$ cat config.mk
export PLATFORM = sky130hd
export DESIGN_NAME = dbh_cfg
export DESIGN_NICKNAME = d
export VERILOG_FILES = /design/src/depth_background_histogram_model_top_macros.svh /design/src/dbh_pkg.sv /design/src/dbh_cfg.sv
export SDC_FILE = /design/constraint.sdc
export NUM_CORES = 1
export LEC_CHECK = 0
export ABC_AREA = 1
export BUFFER_PORTS_ARGS = -buffer_cell sky130_fd_sc_hd__buf_2
export CORE_ASPECT_RATIO = 1.1
export CORE_MARGIN = 3
export CORE_UTILIZATION = 52
export DETAILED_ROUTE_END_ITERATION = 10
export GPL_ROUTABILITY_DRIVEN = 0
export PLACE_DENSITY_LB_ADDON = 0.05
export SLEW_MARGIN = 0
export SYNTH_ARGS = -nofsm -noshare
export SYNTH_HDL_FRONTEND = slang
export SYNTH_SLANG_ARGS = --single-unit
$ cat constraint.sdc
create_clock -name clk -period 1.3 [get_ports clk]
set_input_delay 0 -clock clk [delete_from_list [all_inputs] [get_ports clk]]
set_output_delay 0 -clock clk [all_outputs]
set_load 0.005 [all_outputs]
$ cat src/depth_background_histogram_model_top_macros.svh
// Assertion helpers shared by the histogram model RTL.
// Each expects clk and rst_n in scope.
`ifndef DEPTH_BACKGROUND_HISTOGRAM_MODEL_TOP_MACROS_SVH
`define DEPTH_BACKGROUND_HISTOGRAM_MODEL_TOP_MACROS_SVH

// Property checked on every edge outside reset.
`define DBH_ASSERT(label, prop, msg) \
  label: assert property (@(posedge clk) disable iff (!rst_n) prop) else $error(msg);

// Antecedent this cycle, consequent on the next edge.
`define DBH_ASSERT_NEXT(label, ante, cons, msg) \
  label: assert property (@(posedge clk) disable iff (!rst_n) ante |=> cons) else $error(msg);

`endif

$ cat src/dbh_pkg.sv
`timescale 1ns / 1ps

package dbh_pkg;

  localparam int PIXELS    = 4096;
  localparam int HIST_BINS = 32;
  localparam int PIX_W     = $clog2(PIXELS);
  localparam int BIN_W     = $clog2(HIST_BINS);
  localparam int CNT_W     = 8;
  localparam int ROW_W     = HIST_BINS * CNT_W;
  localparam int DEPTH_W   = 16;
  localparam int CEIL_W    = 18;
  localparam int CFG_IDX_W = 3;
  localparam int CFG_DAT_W = 10;

  typedef enum logic [1:0] {
    MODE_INIT     = 2'd0,
    MODE_ACCUM    = 2'd1,
    MODE_FINAL    = 2'd2,
    MODE_CLASSIFY = 2'd3
  } mode_t;

  typedef enum logic [CFG_IDX_W-1:0] {
    CFG_MID_BIN          = 3'd0,
    CFG_COUNT_THRESHOLD  = 3'd1,
    CFG_TOUCH_THICKNESS  = 3'd2,
    CFG_FINGER_THICKNESS = 3'd3,
    CFG_HAND_THICKNESS   = 3'd4
  } cfg_idx_t;

  typedef enum logic [1:0] {
    ST_IDLE = 2'd0,
    ST_SCAN = 2'd1,
    ST_EXEC = 2'd2
  } state_t;

  typedef struct packed {
    logic [4:0] mid_bin;
    logic [7:0] count_threshold;
    logic [7:0] touch_thickness;
    logic [7:0] finger_thickness;
    logic [9:0] hand_thickness;
  } cfg_t;

  typedef struct packed {
    logic capture;    // input transfer: latch fields, read pixel memories
    logic scan_step;  // examine one histogram bin
    logic commit;     // write back and load the result register
  } ctrl_cmd_t;

  typedef struct packed {
    logic in_finalize;
    logic scan_done;
    logic out_free;
  } dp_status_t;

endpackage

$ cat src/dbh_cfg.sv
`timescale 1ns / 1ps

module dbh_cfg (
  input  logic                           clk,
  input  logic                           rst_n,
  input  logic                           cfg_wr_en,
  input  logic [dbh_pkg::CFG_IDX_W-1:0] cfg_index,
  input  logic [dbh_pkg::CFG_DAT_W-1:0] cfg_data,
  output dbh_pkg::cfg_t                  cfg
);
  import dbh_pkg::*;

  cfg_t cfg_r;
  cfg_t cfg_nxt;

  always_comb begin
    cfg_nxt = cfg_r;
    if (cfg_wr_en) begin
      unique case (cfg_index)
        CFG_MID_BIN:          cfg_nxt.mid_bin          = cfg_data[4:0];
        CFG_COUNT_THRESHOLD:  cfg_nxt.count_threshold  = cfg_data[7:0];
        CFG_TOUCH_THICKNESS:  cfg_nxt.touch_thickness  = cfg_data[7:0];
        CFG_FINGER_THICKNESS: cfg_nxt.finger_thickness = cfg_data[7:0];
        CFG_HAND_THICKNESS:   cfg_nxt.hand_thickness   = cfg_data[9:0];
        default:              cfg_nxt = cfg_r;
      endcase
    end
  end

  always_ff @(posedge clk) begin
    if (!rst_n) begin
      cfg_r.mid_bin          <= 5'd16;
      cfg_r.count_threshold  <= 8'd10;
      cfg_r.touch_thickness  <= 8'd5;
      cfg_r.finger_thickness <= 8'd15;
      cfg_r.hand_thickness   <= 10'd100;
    end else begin
      cfg_r <= cfg_nxt;
    end
  end

  assign cfg = cfg_r;

endmodule

==> results.txt <==
----------------------------------------------------
[Outcome]
  Result of the run ... finished clean

[Synth]
  Post-synth EDFFs ... 0
  Gate Count Post-Synth ... 224
  Area of the mapped netlist ... 1590 um2
  Synthesized Nets ... 240
  Fraction of registers with async set/reset ... 0
  Synth Flop Type ... dfxtp_1
  Number of flip-flops and latches in the synthesized netlist ... 39
  Synth area leaders ... dfxtp_1 (49%), nand2_1 (14%), nor2_1 (13%)
  Average instance area after synthesis ... 7.09 um2
  Sequential element share of the synthesized area ... 0.491
  Synthesis Warnings ... 0
  Library cell occupying the most area in the post-synthesis netlist ... dfxtp_1
  Yosys top cell area share ... 0.491
  Count of unique library cells instantiated by Yosys ... 14

[Clock network]
  Clock tree root driver cell ... clkbuf_4
  Post-CTS setup buffer count ... 0
  Cts bufs inserted ... 5
  Clock sink total ... 39
  Clock transition at the registers of the reported paths ... 0.11 ns
  Total of hold buffers inserted after clock tree synthesis ... 9
  Maximum buffer depth of the clock tree ... 2
  TritonCTS clock tree ... built
  Number of levels in the clock H-tree ... 2
  # resized after CTS ... 0
  Clock latency at the later pin of the worst-skew pair ... 0.34 ns

[Drt]
  Routed vias/inst ... 4.84
  Routed WL per cell ... 11.3 um
  Drt drc ... 0
  Drt initial violations ... 66
  ANT nets after route ... 0
  Overall via count from detail_route ... around 1600
  DRT Wirelength ... ~3.7 mm
  Total iterations of the first detailed-routing run ... 4

[Global route]
  Total global-route track usage ... 0.215
  Pin count of the biggest net entering global routing ... 23
  Total grt overflow ... 0
  Antenna violations before repair ... 0
  Global-route wire length before repair ... 6.18 mm
  Vias in the first global route ... 1404

[Cells and area]
  Area grow syn2layout ... 29.0%
  Post-layout net count ... 307
  Flip-flop count of the largest register, all copies and words added ... 39
  Number of cells in the finished layout apart from fillers ... approximately 330
  Proportion of layout cells with a drive suffix above 1 ... 0.253
  Antenna diodes ... 0

[Min path]
  Hold Path Class ... input port to flip-flop
  Startpoint of the worst hold path ... rst_n

[Worst setup path]
  CP Cell Sequence ... buf_2
  Crit path DAT ... 0.82 ns
  Startpoint of the most critical register-to-register path ... cfg[27]
  Setup crit end kind ... primary output
  Required time of the worst setup path ... 1.30 ns
  Largest stage delay, worst path ... 0.36 ns
  Capturing element of the worst setup path ... cfg[29]
  End of the worst register-to-register path ... cfg[27]
  Bufs and invs on worst path ... 1
  Worst reg-to-reg path cell count ... 2
  Launching element type of the critical path ... flip-flop
  Cell at the slowest stage of the critical path ... dfxtp_1
  Crit path launch ... cfg[29]
  Largest delay contributor family on the critical path ... flip-flops
  Maximum fanout along the worst path ... 2
  Depth of the critical timing path with buffers and inverters included ... 1
  Worst setup path category ... flip-flop to primary output
  Setup slack of the most critical reg-to-reg path ... 0.73 ns

[Floorplanning]
  Core area ... 2850 um2
  Height of the die ... 64.0 um
  Number of core rows ... 20
  Horizontal die dimension ... 58.7 um
  Initial standard-cell utilization of the core ... 0.557
  Count of boundary I/O pins ... 55
  Overall die area ... 3760 um2

[Timing]
  Slew Viols, Final ... 0
  Final hold violation count ... 0
  Largest clock skew in the final design ... 0 ns
  Setup TNS ... 0 ns
  Max Clk Rate ... 1210 MHz
  Relative slew slack ... 0.774
  Total setup violations reported at the end of the flow ... 0
  Setup repair after global routing missed its margin ... false
  Minimum clock period after layout ... just over 0.8 ns
  Least-Margin Pin Slew ... approximately 0.34 ns
  Period utilization ... 0.634

[Placed design]
  Placed cells ... 308
  Placed wire-length estimate after detailed placement ... 2.62 mm
  Quantity of I/O buffers inserted on ports ... 54

[Pwr]
  Leakage power ... between 1 and 1.5 nW
  Maximum vdd drop ... 0.752 mV
  Power density over the cells ... 1040 nW/um2

[Job]
  Total of max-cap violations ... 0

----------------------------------------------------
final cells by class:
class                           count  area, um2
Clock buffer                        7       45.0
Clock inverter                      1       5.00
Fill cell                         273        803
Inverter                           14       52.6
Multi-Input combinational cell    164        722
Sequential cell                    39        781
Tap cell                           33       41.3
Timing Repair Buffer               67        403
routing by layer:
metal,vias up,track usage,share of wire
li1,830,-,-
met1,685,0.279,0.46
met2,49,0.348,0.45
met3,8,0.0485,0.078
met4,0,0.0765,0.017
met5,-,0,0
worst register-to-register path, stage by stage, from the launching register on:
cell	delay [ns]
dfxtp_1	0.34
nand2_1	0.07
nand3_1	0.07
power breakdown:
group / leakage, nW / internal [W] / switching (W)
sequential: 0.317 / 0.00124 / 0.0000187
combinational: 0.689 / 0.000127 / 0.000172
clock: 0.0293 / 0.000211 / 0.000369
total: 1.04 / 0.00157 / 0.000559
worst min-delay path by stage:
stage                          to  slack (ns)  cells after the start
after global placement     cfg[6]        0.23                      3
after detailed placement   cfg[6]        0.22                      3
after floorplan           cfg[18]        0.11                      2
after CTS                 cfg[38]       0.005                      2
after global routing      cfg[38]        0.02                      2
final                     cfg[38]       0.006                      2
cell usage in the layout, fill, tap and decap left out:
cell,netlist,routed
dlygate4sd3_1,0,9
clkbuf_1,1,2
nor2_1,55,55
clkinv_2,0,1
buf_4,1,3
nand3b_1,2,2
buf_12,0,1
clkbuf_4,0,5
nor2_2,2,2
inv_1,13,13
nand2_2,1,1
dfxtp_1,39,39
nand3_1,37,37
nand2_1,61,61
nor2_4,6,6
buf_2,3,54
inv_2,1,1
logic make-up after synthesis:
family,synth area share
DFF,0.491
buffers and inverters,0.0543
and+or+nand+nor,0.454
metrics by stage:
stage	util	hold slack (ns)	total power (W)	cell area, um2	setup WS [ns]
after floorplan	-	0.113	0.00145	1590	0.633
after global placement	0.669	0.225	0.00156	1910	0.443
after detailed placement	0.669	0.221	0.00156	1910	0.431
after CTS	0.718	0.00516	0.00216	2050	0.468
final	0.718	0.00645	0.00213	2050	0.476
after global routing	0.718	0.0240	0.00226	2050	0.411
cell usage after synthesis, types with 2 or more instances:
| cell type | count |
|---|---|
| nand2_1 | 61 |
| nor2_1 | 55 |
| dfxtp_1 | 39 |
| nand3_1 | 37 |
| inv_1 | 13 |
| nor2_4 | 6 |
| buf_2 | 3 |
| buf_1 | 2 |
| nand3b_1 | 2 |
| nor2_2 | 2 |
(Power assumes the default switching activity.)
