**config.mk**
```make
export PLATFORM = sky130hd
export DESIGN_NAME = dbh_ctrl
export DESIGN_NICKNAME = d
export VERILOG_FILES = /design/src/dbh_pkg.sv /design/src/dbh_ctrl.sv
export VERILOG_INCLUDE_DIRS = /design/src /design/src/src
export SDC_FILE = /design/constraint.sdc
export NUM_CORES = 1
export LEC_CHECK = 0
export ABC_CLOCK_PERIOD_IN_PS = 1100
export BUFFER_PORTS_ARGS = -buffer_cell sky130_fd_sc_hd__buf_4
export CORE_AREA = 2 2 39 41
export CTS_CLUSTER_SIZE = 20
export DETAILED_ROUTE_END_ITERATION = 7
export DIE_AREA = 0 0 41 43
export PLACE_DENSITY_LB_ADDON = 0.15
export SLEW_MARGIN = 10
export SYNTH_ARGS = -nofsm -noshare
export SYNTH_HDL_FRONTEND = slang
export SYNTH_SLANG_ARGS = --single-unit
```
**constraint.sdc**
```tcl
create_clock -name clk -period 1.1 [get_ports clk]
set_clock_uncertainty 0.05 [all_clocks]
set_input_delay 0.055 -clock clk [delete_from_list [all_inputs] [get_ports clk]]
set_output_delay 0.055 -clock clk [all_outputs]
set_load 0.01 [all_outputs]
```
**src/depth_background_histogram_model_top_macros.svh**
```systemverilog
// Assertion helpers shared by the histogram model RTL.
// Each expects clk and rst_n in scope.
`ifndef DEPTH_BACKGROUND_HISTOGRAM_MODEL_TOP_MACROS_SVH
`define DEPTH_BACKGROUND_HISTOGRAM_MODEL_TOP_MACROS_SVH

// Property checked on every edge outside reset.
`define DBH_ASSERT(label, prop, msg) \
  label: assert property (@(posedge clk) disable iff (!rst_n) prop) else $error(msg);

// Antecedent this cycle, consequent on the next edge.
`define DBH_ASSERT_NEXT(label, ante, cons, msg) \
  label: assert property (@(posedge clk) disable iff (!rst_n) ante |=> cons) else $error(msg);

`endif

```
**src/dbh_pkg.sv**
```systemverilog
`timescale 1ns / 1ps

package dbh_pkg;

  localparam int PIXELS    = 4096;
  localparam int HIST_BINS = 32;
  localparam int PIX_W     = $clog2(PIXELS);
  localparam int BIN_W     = $clog2(HIST_BINS);
  localparam int CNT_W     = 8;
  localparam int ROW_W     = HIST_BINS * CNT_W;
  localparam int DEPTH_W   = 16;
  localparam int CEIL_W    = 18;
  localparam int CFG_IDX_W = 3;
  localparam int CFG_DAT_W = 10;

  typedef enum logic [1:0] {
    MODE_INIT     = 2'd0,
    MODE_ACCUM    = 2'd1,
    MODE_FINAL    = 2'd2,
    MODE_CLASSIFY = 2'd3
  } mode_t;

  typedef enum logic [CFG_IDX_W-1:0] {
    CFG_MID_BIN          = 3'd0,
    CFG_COUNT_THRESHOLD  = 3'd1,
    CFG_TOUCH_THICKNESS  = 3'd2,
    CFG_FINGER_THICKNESS = 3'd3,
    CFG_HAND_THICKNESS   = 3'd4
  } cfg_idx_t;

  typedef enum logic [1:0] {
    ST_IDLE = 2'd0,
    ST_SCAN = 2'd1,
    ST_EXEC = 2'd2
  } state_t;

  typedef struct packed {
    logic [4:0] mid_bin;
    logic [7:0] count_threshold;
    logic [7:0] touch_thickness;
    logic [7:0] finger_thickness;
    logic [9:0] hand_thickness;
  } cfg_t;

  typedef struct packed {
    logic capture;    // input transfer: latch fields, read pixel memories
    logic scan_step;  // examine one histogram bin
    logic commit;     // write back and load the result register
  } ctrl_cmd_t;

  typedef struct packed {
    logic in_finalize;
    logic scan_done;
    logic out_free;
  } dp_status_t;

endpackage

```
**src/dbh_ctrl.sv**
```systemverilog
`timescale 1ns / 1ps
`include "depth_background_histogram_model_top_macros.svh"

module dbh_ctrl (
  input  logic                clk,
  input  logic                rst_n,
  input  logic                in_valid,
  input  dbh_pkg::dp_status_t st,
  output logic                in_stall,
  output dbh_pkg::ctrl_cmd_t  cmd
);
  import dbh_pkg::*;

  state_t state_r;
  state_t state_nxt;

  always_ff @(posedge clk) begin
    if (!rst_n) begin
      state_r <= ST_IDLE;
    end else begin
      state_r <= state_nxt;
    end
  end

  always_comb begin
    state_nxt = state_r;
    cmd       = '0;
    in_stall  = 1'b1;
    unique case (state_r)
      ST_IDLE: begin
        in_stall = 1'b0;
        if (in_valid) begin
          cmd.capture = 1'b1;
          state_nxt   = st.in_finalize ? ST_SCAN : ST_EXEC;
        end
      end
      ST_SCAN: begin
        cmd.scan_step = 1'b1;
        if (st.scan_done) begin
          state_nxt = ST_EXEC;
        end
      end
      ST_EXEC: begin
        // hold here while the previous result is still unclaimed
        if (st.out_free) begin
          cmd.commit = 1'b1;
          state_nxt  = ST_IDLE;
        end
      end
      default: state_nxt = ST_IDLE;
    endcase
  end

  `DBH_ASSERT_NEXT(a_direct_exec, (state_r == ST_IDLE && in_valid && !st.in_finalize), (state_r == ST_EXEC), "non-finalize item did not go straight to update")
  `DBH_ASSERT_NEXT(a_scan_exit, (state_r == ST_SCAN && st.scan_done), (state_r == ST_EXEC), "finished scan did not reach update")
  `DBH_ASSERT_NEXT(a_commit_idle, cmd.commit, (state_r == ST_IDLE && !in_stall), "no return to idle after commit")

endmodule

```
==> flow_results.org <==
** Outcome
- Run status :: finished, violations left
- Violated checks :: setup timing

** Worst setup path
- WP data arrival :: between 1 and 1.5 ns
- Cell breakdown of the critical path :: or2_4, nor2_4, buf_6
- Critical Path Fanout Max :: 7
- The worst setup path is captured at an output pin.
- The setup check on the worst reg-to-reg path leaves a slack of about 0.04 ns.
- The critical path is of the flop to output pin type.
- Critical-path cell with the highest stage delay :: dfxtp_4
- The critical path runs through a total of 3 cells.
- In this design, the largest share of critical-path delay is due to flip-flops.
- Reg2reg path depth :: 3
- On the worst path, the slowest cell contributes a delay of roughly 0.35 ns.
- The number of buffers and inverters on the critical path is 1.
- The worst register-to-register path ends at state_r[1].
- STA classifies the critical path startpoint as a flop.
- In this run the critical register-to-register path is launched from state_r[0].
- Data required time of the critical path :: 1.00 ns

** Route
- DRT iter0 DRCs :: 3
- Wires add up to just under 400 um.
- After detailed routing, the number of remaining DRC violations is 0.
- WL/cell :: 8.43 um
- Total vias in the final route :: 160
- In this run the remaining antenna-violating nets after routing total 0.
- Via/cell ratio :: 3.48
- The first TritonRoute pass finished after 2 iterations.

** Synthesis
- The cell area that synthesis handed to floorplanning was 128 um^2.
- Avg Inst Size Synth :: about 8 um^2
- After synthesis, the share of flip-flops with an asynchronous set or reset is 0%.
- Synthesized flop and latch total :: 2
- In the post-synthesis netlist, the biggest area contributors are dfxtp_1, nand2b_1, and3b_1.
- Of the post-synthesis cell area, the dominant cell type holds 31.4%.
- Mux cell area share after synthesis :: 0%
- The synthesized netlist devotes a little over a tenth of its cell area to compound gates.
- Syn. warnings :: 0
- Counting every net in the synthesized netlist gives 22.
- The cell count after synthesis came out at 16.
- Dominant cell type by area after synthesis :: dfxtp_1
- For this run, the register share of the synthesized area comes to between 30% and 40%.
- EDFF count, synth :: 0
- Most frequent cells after synthesis :: dfxtp_1, nand2b_1, nor2_1
- The synthesized netlist contains 13 unique library cells.
- Xor and xnor area share after synthesis :: 0%
- By area, the combinational part of the netlist is dominated by simple AND/OR/NAND/NOR gates.
- Summing the areas of all and, or, nand and nor instances in the mapped netlist gives between 50 and 60% of the synthesized area.
- After Yosys synthesis, full adders, half adders and majority gates account for 0% of the synthesized area.
- Among all flip-flop cells after synthesis, the most frequent one is dfxtp_1.

** GRT
- Number of antenna violations at the first check in global routing :: 0
- The via count of the first global-routing pass came to about 170.
- Wire length of the first global-routing pass :: 655 um
- Total grt overflow :: 0
- For this run, the total global-route usage over all layers was measured as around 6%.
- Pin count of the biggest net entering global routing :: 8

** Placed design
- The HPWL after detailed placement is about 270 um.
- In this run the tool buffered the top-level ports with 9 buffer cells.
- At the end of routability-driven placement, the weighted congestion stood at ~0.62.
- Post-Place Worst Slack :: 0.0639 ns

** Die
- The initial utilization of the core area, before any placement, comes to around 9%.
- The floorplan step set the die width to 41 um.
- # rows :: 14
- The die is ~43 um tall.
- Die footprint :: 0.00176 mm^2
- # IOs :: 10
- In this run the standard cell core region covers around 0.0014 mm^2.

** Finish
- state_r holds more flip-flops than any other register.
- Number of flip-flops in the largest register :: 2
- Largest registers ranked by flip-flop count :: state_r: 2 flops
- Fraction of layout cells with a size suffix above 1 :: between 50% and 60%
- Antenna diode count :: 0
- NumNets Final :: 38
- Compared with the post-synthesis result, the final layout area differs by 123%.

** Timing
- Setup repair after global routing missed its margin :: true
- After layout, the worst path uses 101% of the clock period.
- Min Hold Slack :: 0.0575 ns
- Least setup slack across all paths after layout :: -0.0161 ns
- The worst pin sits at a relative slew slack of between 80% and 90%.
- Static timing analysis puts the maximum clock frequency at approximately 900 MHz.
- The final count of pins violating max slew came to 0.
- Actual transition at the worst max-transition pin :: roughly 0.28 ns
- Number of hold violations in the final report :: 0
- After layout, the minimum clock period comes to between 1 and 1.5 ns.
- Total of endpoints with negative setup slack in the final report :: 1

** CTS
- Clock net sink count :: 2
- At the later pin of the worst-skew pair, clock insertion delay measures 0.22 ns.
- TritonCTS built the clock tree.
- The longest clock path from root to sink contains 2 buffers.
- Root buffer cell :: clkbuf_4
- Deepest level of the CTS H-tree :: 1
- The number of clock buffers added by TritonCTS is 3.
- Clock-pin slew of the registers on the worst-case setup and hold paths :: about 0.030 ns

** Hold path
- The worst hold path terminates at state_r[0].
- The worst hold path belongs to the class primary input to flop.
- In this run the most critical hold path is launched from st[1].
- Hold path depth :: 3

** Power and ir drop
- The analysis attributes to cell leakage a power of around 0.13 nW.
- The design draws around 0.33 mW.
- Power spread over the standard cell area amounts to about 1200 mW/mm^2.
- IR analysis of the VDD net gives a maximum drop of 0.000339 V.

** Flow run
- The tool flagged a number of max-cap violations equal to 0.
==> per-layer routing <==
metal	global-route usage [%]	vias up	part of all wire (%)
li1	-	86	-
met1	7.35	64	49
met2	5.63	10	34
met3	5.24	0	17
met4	6.00	0	0
met5	0	-	0
==> timing repair <==
action	4_1_cts	5_1_grt
gates resized for setup	4	6
pin swaps	1	2
hold buffers	1	0
setup endpoints to repair	2	3
endpoints found under the hold margin	1	0
setup buffers	1	0
==> how the worst max path moves through the flow <==
stage / from / to / slack, ns
floorplan: state_r[1] / state_r[1] / 0.12
global placement: state_r[1] / state_r[1] / 0.08
detailed placement: state_r[1] / state_r[1] / 0.06
CTS: state_r[0] / cmd[2] / -0.03
global route: state_r[1] / cmd[2] / -0.06
finish: state_r[1] / cmd[2] / -0.02
==> cell type report <==
cell class                      count  area [um^2]
Timing Repair Buffer               11         96.3
Inverter                            1         3.75
Multi-Input combinational cell     13         93.8
Fill cell                         160         1100
Sequential cell                     2         47.5
Clock buffer                        3         22.5
Tap cell                           16         20.0
==> worst min-delay path, cell delays in order <==
cell and delay [ns]:
buf_4 0.08, nand2b_1 0.09, a21oi_1 0.06
==> logic make-up (layout without fill, tap and decap cells) <==
family | Yosys count | in the layout
AOI/OAI and AO/OA | 2 | 2
buffers and inverters | 1 | 15
DFF | 2 | 2
and+or+nand+nor | 11 | 11
==> report_power, final <==
part	switching [mW]	leakage [nW]	total [mW]	internal, mW
sequential	0.00584	0.0178	0.0828	0.0769
combinational	0.0313	0.0991	0.0853	0.0540
clock	0.0409	0.0138	0.161	0.120
==> placed cells by master (no fill, tap or decap), types with 2 or more instances in the layout <==
cell and instances:
clkbuf_4 3, dfxtp_4 2, buf_6 3, nand2b_1 2, buf_4 7
==> per-stage QoR <==
step | instance area [um^2] | util, % | cells | setup TNS, ns
after global placement | 215 | 15.6 | 41 | 0
after CTS | 263 | 19.0 | 46 | -0.0318
after global routing | 284 | 20.5 | 46 | -0.0751
after floorplan | 128 | - | 16 | 0
final | 284 | 20.5 | 46 | -0.0161
after detailed placement | 215 | 15.6 | 41 | 0
Note: power is estimated with default switching activity, not from simulation.
